### src/hdl/cdq_pkg.sv
// Package for the circular deque: default depth, opcodes, result status codes
// and control states.
// No dependencies.
`default_nettype none

package cdq_pkg;

  localparam int DEPTH_DEF = 8;
  localparam int DATA_W    = 32;

  typedef enum logic [2:0] {
    OP_DISPLAY    = 3'd0,
    OP_PUSH_FRONT = 3'd1,
    OP_PUSH_REAR  = 3'd2,
    OP_POP_FRONT  = 3'd3,
    OP_POP_REAR   = 3'd4
  } opcode_t;

  typedef enum logic [1:0] {
    ST_OK    = 2'd0,
    ST_FULL  = 2'd1,
    ST_EMPTY = 2'd2
  } status_t;

  typedef enum logic [1:0] {
    S_IDLE,
    S_POP,
    S_DISP
  } state_t;

endpackage

`default_nettype wire

### src/hdl/circular_deque.sv
// Top level of the circular deque: ring memory, front and rear pointers,
// fill count and result sequencer.
// Depends on cdq_pkg.
//
//   channel | ports                                  | handshake
//   --------+----------------------------------------+---------------------------
//   input   | in_opcode, in_data_in                  | start high, busy low
//   result  | out_status, out_data_out, out_last     | out_strobe, one cycle each
//
// Push, a refused push and a pop or display on an empty ring: result in the cycle
// after acceptance, busy stays low.
// Pop: the ring read is registered in rd_q, then in the result registers.
// Display: one ring read per result; busy stays high through S_DISP.
// Reset clears pointers, count, state and strobe; the ring itself is not cleared.
// The receiver cannot stall; results are never held back.
`default_nettype none

module circular_deque
  import cdq_pkg::*;
#(
  parameter int DEPTH = DEPTH_DEF
) (
  input  wire logic                     clk,
  input  wire logic                     rst_n,
  input  wire logic                     start,
  output logic                          busy,
  input  wire logic [2:0]               in_opcode,
  input  wire logic signed [DATA_W-1:0] in_data_in,
  output logic                          out_strobe,
  output logic [1:0]                    out_status,
  output logic signed [DATA_W-1:0]      out_data_out,
  output logic                          out_last
);

  localparam int PTR_W = (DEPTH > 1) ? $clog2(DEPTH) : 1;
  localparam int CNT_W = $clog2(DEPTH + 1);

  function automatic logic [PTR_W-1:0] ptr_next(input logic [PTR_W-1:0] p);
    return (p == PTR_W'(DEPTH - 1)) ? '0 : p + 1'b1;
  endfunction

  function automatic logic [PTR_W-1:0] ptr_prev(input logic [PTR_W-1:0] p);
    return (p == '0) ? PTR_W'(DEPTH - 1) : p - 1'b1;
  endfunction

  logic [DATA_W-1:0] ring [DEPTH];
  logic [DATA_W-1:0] rd_q;

  state_t            state_r, state_nxt;
  logic [PTR_W-1:0]  front_r, front_nxt;
  logic [PTR_W-1:0]  rear_r, rear_nxt;
  logic [CNT_W-1:0]  count_r, count_nxt;
  logic [CNT_W-1:0]  disp_left_r, disp_left_nxt;
  logic [PTR_W-1:0]  rd_addr_r, rd_addr_nxt;

  logic              out_strobe_r, out_strobe_nxt;
  status_t           out_status_r, out_status_nxt;
  logic [DATA_W-1:0] out_data_r, out_data_nxt;
  logic              out_last_r, out_last_nxt;

  logic              mem_we;
  logic [PTR_W-1:0]  mem_waddr;
  logic              mem_re;
  logic [PTR_W-1:0]  mem_raddr;

  logic              accept;
  logic              ring_empty;
  logic              ring_full;

  assign accept     = start && (state_r == S_IDLE);
  assign ring_empty = (count_r == '0);
  assign ring_full  = (count_r == CNT_W'(DEPTH));

  always_ff @(posedge clk) begin
    if (mem_we) begin
      ring[mem_waddr] <= in_data_in;
    end
    if (mem_re) begin
      rd_q <= ring[mem_raddr];
    end
  end

  always_ff @(posedge clk) begin
    if (!rst_n) begin
      state_r      <= S_IDLE;
      front_r      <= '0;
      rear_r       <= '0;
      count_r      <= '0;
      disp_left_r  <= '0;
      rd_addr_r    <= '0;
      out_strobe_r <= 1'b0;
    end else begin
      state_r      <= state_nxt;
      front_r      <= front_nxt;
      rear_r       <= rear_nxt;
      count_r      <= count_nxt;
      disp_left_r  <= disp_left_nxt;
      rd_addr_r    <= rd_addr_nxt;
      out_strobe_r <= out_strobe_nxt;
    end
  end

  always_ff @(posedge clk) begin
    out_status_r <= out_status_nxt;
    out_data_r   <= out_data_nxt;
    out_last_r   <= out_last_nxt;
  end

  always_comb begin
    state_nxt      = state_r;
    front_nxt      = front_r;
    rear_nxt       = rear_r;
    count_nxt      = count_r;
    disp_left_nxt  = disp_left_r;
    rd_addr_nxt    = rd_addr_r;
    out_strobe_nxt = 1'b0;
    out_status_nxt = out_status_r;
    out_data_nxt   = out_data_r;
    out_last_nxt   = out_last_r;
    mem_we         = 1'b0;
    mem_waddr      = front_r;
    mem_re         = 1'b0;
    mem_raddr      = front_r;

    case (state_r)
      S_IDLE: begin
        if (accept) begin
          case (opcode_t'(in_opcode))
            OP_DISPLAY: begin
              if (ring_empty) begin
                out_strobe_nxt = 1'b1;
                out_status_nxt = ST_EMPTY;
                out_data_nxt   = '0;
                out_last_nxt   = 1'b1;
              end else begin
                mem_re        = 1'b1;
                mem_raddr     = front_r;
                rd_addr_nxt   = ptr_next(front_r);
                disp_left_nxt = count_r;
                state_nxt     = S_DISP;
              end
            end
            OP_PUSH_FRONT, OP_PUSH_REAR: begin
              out_strobe_nxt = 1'b1;
              out_data_nxt   = '0;
              out_last_nxt   = 1'b1;
              if (ring_full) begin
                out_status_nxt = ST_FULL;
              end else begin
                out_status_nxt = ST_OK;
                mem_we         = 1'b1;
                count_nxt      = count_r + 1'b1;
                if (ring_empty) begin
                  front_nxt = '0;
                  rear_nxt  = '0;
                  mem_waddr = '0;
                end else if (opcode_t'(in_opcode) == OP_PUSH_FRONT) begin
                  front_nxt = ptr_prev(front_r);
                  mem_waddr = ptr_prev(front_r);
                end else begin
                  rear_nxt  = ptr_next(rear_r);
                  mem_waddr = ptr_next(rear_r);
                end
              end
            end
            OP_POP_FRONT, OP_POP_REAR: begin
              if (ring_empty) begin
                out_strobe_nxt = 1'b1;
                out_status_nxt = ST_EMPTY;
                out_data_nxt   = '0;
                out_last_nxt   = 1'b1;
              end else begin
                mem_re    = 1'b1;
                count_nxt = count_r - 1'b1;
                state_nxt = S_POP;
                if (opcode_t'(in_opcode) == OP_POP_FRONT) begin
                  mem_raddr = front_r;
                  if (count_r != CNT_W'(1)) begin
                    front_nxt = ptr_next(front_r);
                  end
                end else begin
                  mem_raddr = rear_r;
                  if (count_r != CNT_W'(1)) begin
                    rear_nxt = ptr_prev(rear_r);
                  end
                end
              end
            end
            default: begin
            end
          endcase
        end
      end
      S_POP: begin
        out_strobe_nxt = 1'b1;
        out_status_nxt = ST_OK;
        out_data_nxt   = rd_q;
        out_last_nxt   = 1'b1;
        state_nxt      = S_IDLE;
      end
      S_DISP: begin
        out_strobe_nxt = 1'b1;
        out_status_nxt = ST_OK;
        out_data_nxt   = rd_q;
        out_last_nxt   = (disp_left_r == CNT_W'(1));
        mem_re         = 1'b1;
        mem_raddr      = rd_addr_r;
        rd_addr_nxt    = ptr_next(rd_addr_r);
        disp_left_nxt  = disp_left_r - 1'b1;
        if (disp_left_r == CNT_W'(1)) begin
          state_nxt = S_IDLE;
        end
      end
      default: begin
        state_nxt = S_IDLE;
      end
    endcase
  end

  assign busy         = (state_r != S_IDLE);
  assign out_strobe   = out_strobe_r;
  assign out_status   = out_status_r;
  assign out_data_out = out_data_r;
  assign out_last     = out_last_r;

  a_count_bound: assert property (@(posedge clk) disable iff (!rst_n)
    count_r <= CNT_W'(DEPTH))
    else $error("fill count above depth");

  a_disp_end: assert property (@(posedge clk) disable iff (!rst_n)
    (state_r == S_DISP && disp_left_r == CNT_W'(1)) |=> (out_strobe && out_last))
    else $error("display run not closed with last");

  a_nonlast_disp: assert property (@(posedge clk) disable iff (!rst_n)
    (out_strobe && !out_last) |-> (state_r == S_DISP))
    else $error("non-final result outside a display run");

  a_push_count: assert property (@(posedge clk) disable iff (!rst_n)
    (accept && !ring_full &&
     (in_opcode == OP_PUSH_FRONT || in_opcode == OP_PUSH_REAR))
    |=> (count_r == $past(count_r) + 1'b1))
    else $error("accepted push did not advance count");

  a_refused_zero: assert property (@(posedge clk) disable iff (!rst_n)
    (out_strobe && out_status != ST_OK) |-> (out_last && out_data_out == '0))
    else $error("full or empty result carries data");

endmodule

`default_nettype wire

### config.mk
export PLATFORM = sky130hd
export DESIGN_NAME = circular_deque
export DESIGN_NICKNAME = d
export VERILOG_FILES = /design/src/hdl/cdq_pkg.sv /design/src/hdl/circular_deque.sv
export SDC_FILE = /design/constraint.sdc
export NUM_CORES = 1
export LEC_CHECK = 0
export BUFFER_PORTS_ARGS = -buffer_cell sky130_fd_sc_hd__buf_2
export CAP_MARGIN = 20
export CORE_UTILIZATION = 50
export DETAILED_ROUTE_END_ITERATION = 8
export PLACE_DENSITY = 0.75
export SLEW_MARGIN = 5
export SYNTH_ARGS = -nofsm -noshare
export SYNTH_HDL_FRONTEND = slang
export SYNTH_SLANG_ARGS = --single-unit
### constraint.sdc
create_clock -name clk -period 6.95 [get_ports clk]
set_input_delay 0.3475 -clock clk [delete_from_list [all_inputs] [get_ports clk]]
set_output_delay 0.3475 -clock clk [all_outputs]
set_load 0.1 [all_outputs]
# Word level (Yosys, flattened, before mapping)
# Memories as Yosys holds them, arrays and structs flattened. A register that Yosys moved wholly into a read port is not among the register bits.
# Index checks and enable logic that the tools add are counted.
# totals
ff_bits,55
ram_bits,256
inputBits,38
output_inout_bits,37
elab_cells,143
memories,1
# memory_table
name,depth,word_bits,read_ports,rd_clocked_by_memory_dff,write_ports,line_no,text
ring,8,32,1,1,1,circular_deque.sv:46,logic [DATA_W-1:0] ring [DEPTH];
# classes
add_sub_neg,8
n_eq_ne,28
mux,74
reduce_logical,22
# ops
operator,n
one-hot mux 32 bit (2 select lines),2
2-to-1 mux 3 bit,30
2-to-1 mux 32 bit,2
one-hot mux 3 bit (2 select lines),4
2-to-1 mux 4 bit,5
inequality test 2 bit (second input constant),8
one-hot mux 2 bit (2 select lines),4
one-hot mux 4 bit (2 select lines),2
AND reduction 8 bit,2
inequality test 3 bit (second input constant),5
2-to-1 mux 1 bit,14
equality test 3 bit (second input constant),4
2-to-1 mux 2 bit,6
AND reduction 4 bit,3
AND reduction 5 bit,2
adder 3 x 1 -> 3 bit (second input constant),3
zero test 3 bit,3
one-hot mux 1 bit (2 select lines),4
nonzero test 2 bit,4
subtractor 4 x 1 -> 4 bit (second input constant),2
equality test 3 x 2 -> 1 bit (second input constant),2
OR reduction 2 bit,3
subtractor 3 x 1 -> 3 bit (second input constant),2
adder 4 x 1 -> 4 bit (second input constant),1
15 further kinds,15

# Longest topological paths before layout
# Gate-level depths: netlist of the first run.
# depth
ltp_word,8
depth_mapped,12
mapped_depth_nobuf,8

# Least setup slack after synthesis of the first run
# No wires, ideal clock.
# synth_path
path_kind,register to register
from,register state_r[0]
to,register rd_q[0] (read register of ring) (enable)
setup_ns,0.470
arrival_ns,3.486
required_time_ns,6.480
setup_slack_ns,2.994
path_stages_with_launch,6
n_path_buf,1
period_less_slack_ns,3.956
path_cell_list,dfxtp_1 -> inv_1 -> ha_1 -> clkbuf_1 -> nand2_1 -> o31ai_1
# synth_between
elab_chain_len,4
elab_cells_between_ends,7
cone_classes,eq/ne: 1; mux: 4; reduce/logical: 2
# synth_lines
item,line_no,text
from (decl),circular_deque.sv:49,"state_t state_r, state_nxt;"
from (signal assigned),circular_deque.sv:93,state_r <= state_nxt;
zero test 2 bit,"circular_deque.sv:70, circular_deque.sv:125",
logical AND 1 bit,circular_deque.sv:70,assign accept = start && (state_r == S_IDLE);
2-to-1 mux 1 bit,circular_deque.sv:127,if (accept) begin
one-hot mux 1 bit (2 select lines) (*),circular_deque.sv:125,case (state_r)
net mem_re,circular_deque.sv:63,logic mem_re;
to (decl),circular_deque.sv:47,logic [DATA_W-1:0] rd_q;
# Mark *: on every way through the listed nets, which the timed path passes. The rest lies on a longest branch.
# A chain may end at the register's enable or synchronous reset.

# Worst setup path after layout of the first run
# layout_path
from,register state_r[0]
to,"register rd_q[7] (read register of ring), data pin"
# layout_between
elab_chain_len,4
elab_cells_between_ends,7
cone_classes,eq/ne: 1; mux: 4; reduce/logical: 2
# layout_lines
item,line_no
zero test 2 bit,"circular_deque.sv:70, circular_deque.sv:125"
logical AND 1 bit,circular_deque.sv:70
2-to-1 mux 3 bit / 2-to-1 mux 1 bit (equally long branches),circular_deque.sv:127
one-hot mux 3 bit (2 select lines) / one-hot mux 1 bit (2 select lines) (equally long branches),circular_deque.sv:125
# Several ways; a longest one is shown, not always the timed one.

==> qor.yml, run 1 <==
status: "finished, final reports clean"
gp_routability_congestion: 0.842
required_ns: 7.22
ys.warnings.count: 0
grt_setup_unrepaired: "no"
drt_first_pass_iters: 5
post-layout-total-power_w: 0.00485
portBuffers: 74
timing.setup.critical_path_class: "reg -> reg"
vias: 7433
synth_edf_count: 323
syn-mean-instance-area_um2: 16.4
first_global_vias: 7438
r2r_start: "state_r[0]"
number_of_routed_nets_with_antenna_violations: 0
maxCapViolCount: 0
drt-wirelength-per-cell_um: 19.6
syn-num-nets: 930
htreeDepth: 2
io_pins: 75
worst_min_delay_path_category: "in -> reg"
clockPowerShare_pct: 38.3
root_buffer: "clkbuf_16"
p_sw_w: 0.00122
clkTransAtPathRegs_ns: 0.06
cts_max_path_buffers: 3
cts_hold_buf: 0
cell_internal_pwr_w: 0.00363
comb_power_share_pct: 13.0
power.static_leakage_nw: 6.17
fin_crit_sh_pct: 57.2
sequentialPowerShare_pct: 48.7
min-delay-start: "in_data_in[5]"
clkLatencyLatePin_ns: 0.52
total_negative_setup_slacks_ns: 0
floorplan.initialDensity_pct: 51.1
final_net_count: 1012
postCtsSetupRepairBufs: 0
proportion_of_synthesized_chip_area_in_sequential_cells_pct: 70.5
synth_ff_type: "edfxtp_1"
cts_made_buffers: 35
worstPathMaxFanout: 39
achievable-frequency_mhz: 251
min_period_ns: 3.98
core.rowCount: 61
synth-async-reset-ratio_pct: 0
power-per-cell-area_nw_per_um2: 296
path_common_cell: "mux2i_1"
worst_path_dominant_cell_family: "simple AND/OR/NAND/NOR gates"
grt_max_degree: 126
chipHeight_um: 171
post_synth_inst_count: 873
area.growth.synth_to_final_pct: 14.2
finalWirelength_um: 26600
numClockSinks: 343
grt_pass1_wl_um: 40700
final_setup_fails: 0
floorplan.die.width_um: 171
cts_tree: "built"
cp.buffers_inverters: 2
crit_path_max_incr_delay_ns: 0.65
number_of_antenna_violations_at_the_first_check_in_global_routing: 3
final_core_util_pct: 58.4
slew_headroom_pct: 29.6
first_iter_violations: 503
timing_worst_slew_pin_value_ns: 1.05
routed_via_density: 5.47
post-route-drc-count: 0
timing.critical_path.to_type: "flop"
place.detailed.hpwl_um: 14800
ys_seq_elements: 343
grt_overflow_total: 0
skew_ns: 0.0108
placed_cells: 1292
synth_cell_types: 56
fp.coreArea_um2: 28000
layout_setup_ws_ns: 2.97
critical_path_at_ns: 4.24
dp_slack_ns: 2.97
globalRouteTotalUtil_pct: 18.4
hold_viol_final: 0
crit_path_cell_trace: "inv_1 > ha_1 > nand2_1 > nor3_2 > mux2i_1 > a221o_4 > buf_4 > mux2i_1 > mux2_2"
netlist_area_um2: 14300
final_layout_size_suffix_gt1_share_pct: 20.1
netSwitchingFraction_pct: 25.1
power.ir.vdd_worst_uv: 182
ctsResizeCount: 0
startpoint_type: "flop"
slew_viol_final: 0
number_of_standard_cells_in_the_final_layout_excluding_fillers: 1359
setup.worst_path.start: "state_r[0]"
cpMaxStageDelayCell: "a221o_4"
die_area_um2: 29300
[kinds of logic after synthesis]
kind of cell | Yosys count | synth area share [%]
AND/OR/NAND/NOR | 131 | 4.89
adder cells (fa/ha/maj) | 19 | 1.66
flip-flops | 343 | 70.5
XOR/XNOR | 6 | 0.367
buffers and inverters | 63 | 2.32
AO/OA/AOI/OAI | 84 | 4.07
multiplexers | 227 | 16.2
[worst paths after layout]
path	end	slack (ns)	cells past startpoint
worst max register to register	rd_q[7]	2.97	9
worst min register to register	out_data_out[20]	0.52	1
worst max-delay path	rd_q[7]	2.97	9
worst min-delay path	ring[6][5]	0.10	1
[power by group through the flow]
stage	logic (W)	registers (W)	clock network (W)
6_report	0.000628	0.00236	0.00186
5_1_grt	0.000670	0.00237	0.00196
3_3_place_gp	0.000613	0.00240	0
2_1_floorplan	0.000317	0.00258	0
4_1_cts	0.000627	0.00236	0.00189
3_5_place_dp	0.000623	0.00240	0
[synthesized netlist by cell type (7+ instances only)]
master	instances	area [µm²]
ha_1	19	238
buf_2	19	95.1
o21ai_0	16	80.1
inv_1	19	71.3
nor3_1	11	55.1
a211oi_1	7	52.6
dfxtp_1	20	400
nand2_1	24	90.1
clkbuf_1	13	48.8
mux2_2	35	394
mux2i_1	192	1920
buf_6	8	90.1
edfxtp_1	323	9700
a21oi_1	21	105
nor2_1	33	124
and2_1	32	200
[metal layers]
layer  GRT usage (%)  part of all wire (%)  vias up
li1                -                     -     3520
met1            22.9                    43     3655
met2            32.0                    50      193
met3            3.41                   4.4       59
met4            6.87                   3.0        6
met5               0                  0.14        -
[sequential cells by signal, summed over array words and instances (netlist names)]
register      count
rear_r            3
out_strobe        1
disp_left_r       4
count_r           4
rd_addr_r         3
state_r           2
out_last          1
front_r           3
out_data_out     32
ring            256
out_status        2
rd_q             32
[through the flow]
stage / area (µm²) / hold WS (ns)
floorplan: 14300 / 0.446
global placement: 15100 / 0.502
detailed placement: 15100 / 0.511
CTS: 16300 / 0.0816
global route: 16400 / 0.105
finish: 16400 / 0.102
[cell usage in the layout, fill, tap and decap left out, types with 6 or more instances in the layout]
master and instances:
buf_4 9, o21ai_0 16, ha_1 19, and2_1 32, clkbuf_16 36, clkinv_2 6
clkbuf_1 7, inv_1 19, mux2i_1 192, buf_2 74, nor3_1 10, mux2_2 35
nor2_1 25, nand2_1 24, edfxtp_1 323, a21oi_1 20, nor2_4 8, a211oi_1 7
dfxtp_1 20
[cell type report]
class                   instances  area [µm²]
well taps                     378         473
fillers                      2120       11700
clock inverters                19         214
repair buffers                 88         561
flip-flops and latches        343       10100
clock buffers                  43         927
inverters                      20        75.1
diodes                          1        2.50
multi-input cells             467        4010
[worst reg2reg max path, cell delays in order (launching register included)]
cell and delay, ns:
dfxtp_1 0.32, inv_1 0.10, ha_1 0.55, nand2_1 0.41, nor3_2 0.44, mux2i_1 0.26
a221o_4 0.65, buf_4 0.54, mux2i_1 0.18, mux2_2 0.28
Power figures use the tool's default switching activity.
==> inputs of run 2 (changes only) <==
Settings changed: ABC_AREA set to 1, PLACE_DENSITY 0.75 to 0.78.
Clock period 6.95 ns to 3.3 ns, I/O delays scaled along.
==> qor.yml, run 2 <==
timing.setup.critical_path_class: "reg -> reg"
fin_crit_sh_pct: 85.2
dp_slack_ns: 0.552
finalWirelength_um: 33400
grt_setup_unrepaired: "no"
synthTopCellsByArea: "edfxtp_1 (63%), nand2_1 (8.9%), nand3_1 (8.8%), inv_1 (8.0%), dfxtp_1 (2.6%)"
synth.cells.most_frequent: "nand2_1 (363), inv_1 (328), edfxtp_1 (323), nand3_1 (270), buf_2 (36)"
reg2reg_slack_ns: 0.49
cts_made_buffers: 35
grt_overflow_total: 0
maxCapViolCount: 0
layout.cells.most_common: "nand2_1"
timing.critical_path.to_type: "flop"
hold_viol_final: 0
cts_hold_buf: 32
grt_use_met3_pct: 3.91
seq_area_um2: 10100
first_global_vias: 10380
placed_cells: 1942
status: "finished, final reports clean"
regToRegEndpoint: "ring[2][16]"
synth_area_leader_cell: "edfxtp_1"
slew_viol_final: 0
power.static_leakage_nw: 7.94
floorplan.initialDensity_pct: 51.3
proportion_of_synthesized_chip_area_in_sequential_cells_pct: 66.0
number_of_routed_nets_with_antenna_violations: 0
total_negative_setup_slacks_ns: 0
clkTransAtPathRegs_ns: 0.06
routed_via_density: 5.28
ctsResizeCount: 0
worstPathMaxFanout: 22
io_pins: 75
final_net_count: 1678
required_ns: 3.47
drt_first_pass_iters: 7
largest_register_ffs: 256
startpoint_type: "flop"
gp_routability_congestion: 0.941
layout_setup_ws_ns: 0.490
worst_min_delay_path_category: "in -> reg"
min_delay_path_depth: 3
syn-num-nets: 1570
grt_pass1_wl_um: 53000
globalRouteTotalUtil_pct: 21.8
clkLatencyLatePin_ns: 0.51
min-delay-start: "rst_n"
multi_input_area_um2: 3680
final_layout_size_suffix_gt1_share_pct: 10.8
final_setup_fails: 0
floorplan.die.width_um: 177
min_period_ns: 2.81
numClockSinks: 343
drt-wirelength-per-cell_um: 16.4
grt_use_met2_pct: 35.1
power-per-cell-area_nw_per_um2: 949
cts_tree: "built"
area.growth.synth_to_final_pct: 15.3
power.ir.vdd_worst_uv: 779
first_iter_violations: 1129
netlist.area_leader.share_pct: 63.3
timing.hold.worst_endpoint: "count_r[3]"
fin_hold_ws_ns: 0.0559
stdcell_area_um2: 17700
worst-r2r-cell-count: 10
post_synth_inst_count: 1513
htreeDepth: 2
most-common-layout-cells: "nand2_1 (361), inv_1 (328), edfxtp_1 (323), nand3_1 (270), buf_2 (74)"
placedInstanceArea_um2: 16300
number_of_standard_cells_in_the_final_layout_excluding_fillers: 2034
synth-async-reset-ratio_pct: 0
synth_edf_count: 323
number_of_antenna_violations_at_the_first_check_in_global_routing: 2
critical_path_at_ns: 2.98
die_area_um2: 31300
syn-mean-instance-area_um2: 10.1
place.detailed.hpwl_um: 19000
fp.coreArea_um2: 29900
root_buffer: "clkbuf_16"
synth_ff_type: "edfxtp_1"
achievable-frequency_mhz: 356
grt_max_degree: 129
regMostFlops: "ring"
postCtsSetupRepairBufs: 0
timing_worst_slew_pin_value_ns: 0.889
core.rowCount: 63
gr-usage-met1_pct: 29.0
skew_ns: 0.0129
busiest_layer: "met2"
fillCellCount: 2337
portBuffers: 74
slew_headroom_pct: 40.7
cts_max_path_buffers: 3
vias: 10734
synthMostInstantiatedCell: "nand2_1"
netlist_area_um2: 15300
r2r_start: "count_r[0]"
ys.warnings.count: 0
synth_cell_types: 35
ys_seq_elements: 343
post-route-drc-count: 0
chipHeight_um: 177
-- run 2: cell count changes after synthesis, moves of 13 or more --
cell | previous run | this run
and2_1 | 32 | 0
buf_2 | 19 | 36
buf_4 | 0 | 16
inv_1 | 19 | 328
mux2_2 | 35 | 0
mux2i_1 | 192 | 0
nand2_1 | 24 | 363
nand3_1 | 5 | 270
o21ai_0 | 16 | 29
-- run 2: logic make-up (layout without fill, tap and decap cells) --
kind of cell,Yosys count,after routing,synth area share (%)
simple gates,679,679,19.1
buf+inv,402,531,10.8
flops,343,343,66.0
compound gates,67,67,2.49
fa+ha+maj,19,19,1.55
xor+xnor,3,3,0.172
other cells,0,2,0
-- run 2: final cells by class --
| cell class | count | area share [%] |
|---|---|---|
| Sequential cell | 343 | 57.2 |
| Multi-Input combinational cell | 768 | 20.9 |
| Antenna cell | 2 | 0.0283 |
| Timing Repair Buffer | 142 | 6.22 |
| Tap cell | 390 | 2.76 |
| Clock inverter | 16 | 0.716 |
| Inverter | 331 | 7.04 |
| Clock buffer | 42 | 5.17 |
-- run 2: worst max-delay path, stage by stage (launching register included) --
cell and delay (ns):
dfxtp_1 0.35, inv_1 0.14, ha_1 0.21, nand3_1 0.24, buf_4 0.25, nand2_1 0.06, nor2_1 0.03, a31oi_1 0.28
nand2_1 0.32, nor2_4 0.21, buf_4 0.37
-- run 2: worst max path at each step --
stage / from / end / cells after the start
after global placement: count_r[0] / ring[2][14] / 12
after detailed placement: count_r[0] / ring[2][16] / 10
after CTS: count_r[0] / ring[2][3] / 12
after floorplan: count_r[0] / ring[6][0] / 12
after global routing: count_r[0] / ring[2][3] / 12
final: count_r[0] / ring[2][16] / 10
-- run 2: power breakdown --
group          total (W)  internal [W]  switching (W)
Clock            0.00370       0.00212        0.00158
Combinational    0.00729       0.00178        0.00551
Sequential       0.00577       0.00560       0.000168
-- run 2: layer usage --
metal / vias to the layer above / wire length [µm]
li1: 5107 / -
met1: 5067 / 13700
met2: 448 / 15600
met3: 112 / 2810
met4: 0 / 1300
met5: - / 0
-- run 2: through the flow --
step | util (%) | total power [W]
final | 59.1 | 0.0168
after detailed placement | 54.5 | 0.0131
after global placement | 54.5 | 0.0129
after floorplan | - | 0.0115
after CTS | 59.1 | 0.0168
after global routing | 59.1 | 0.0177
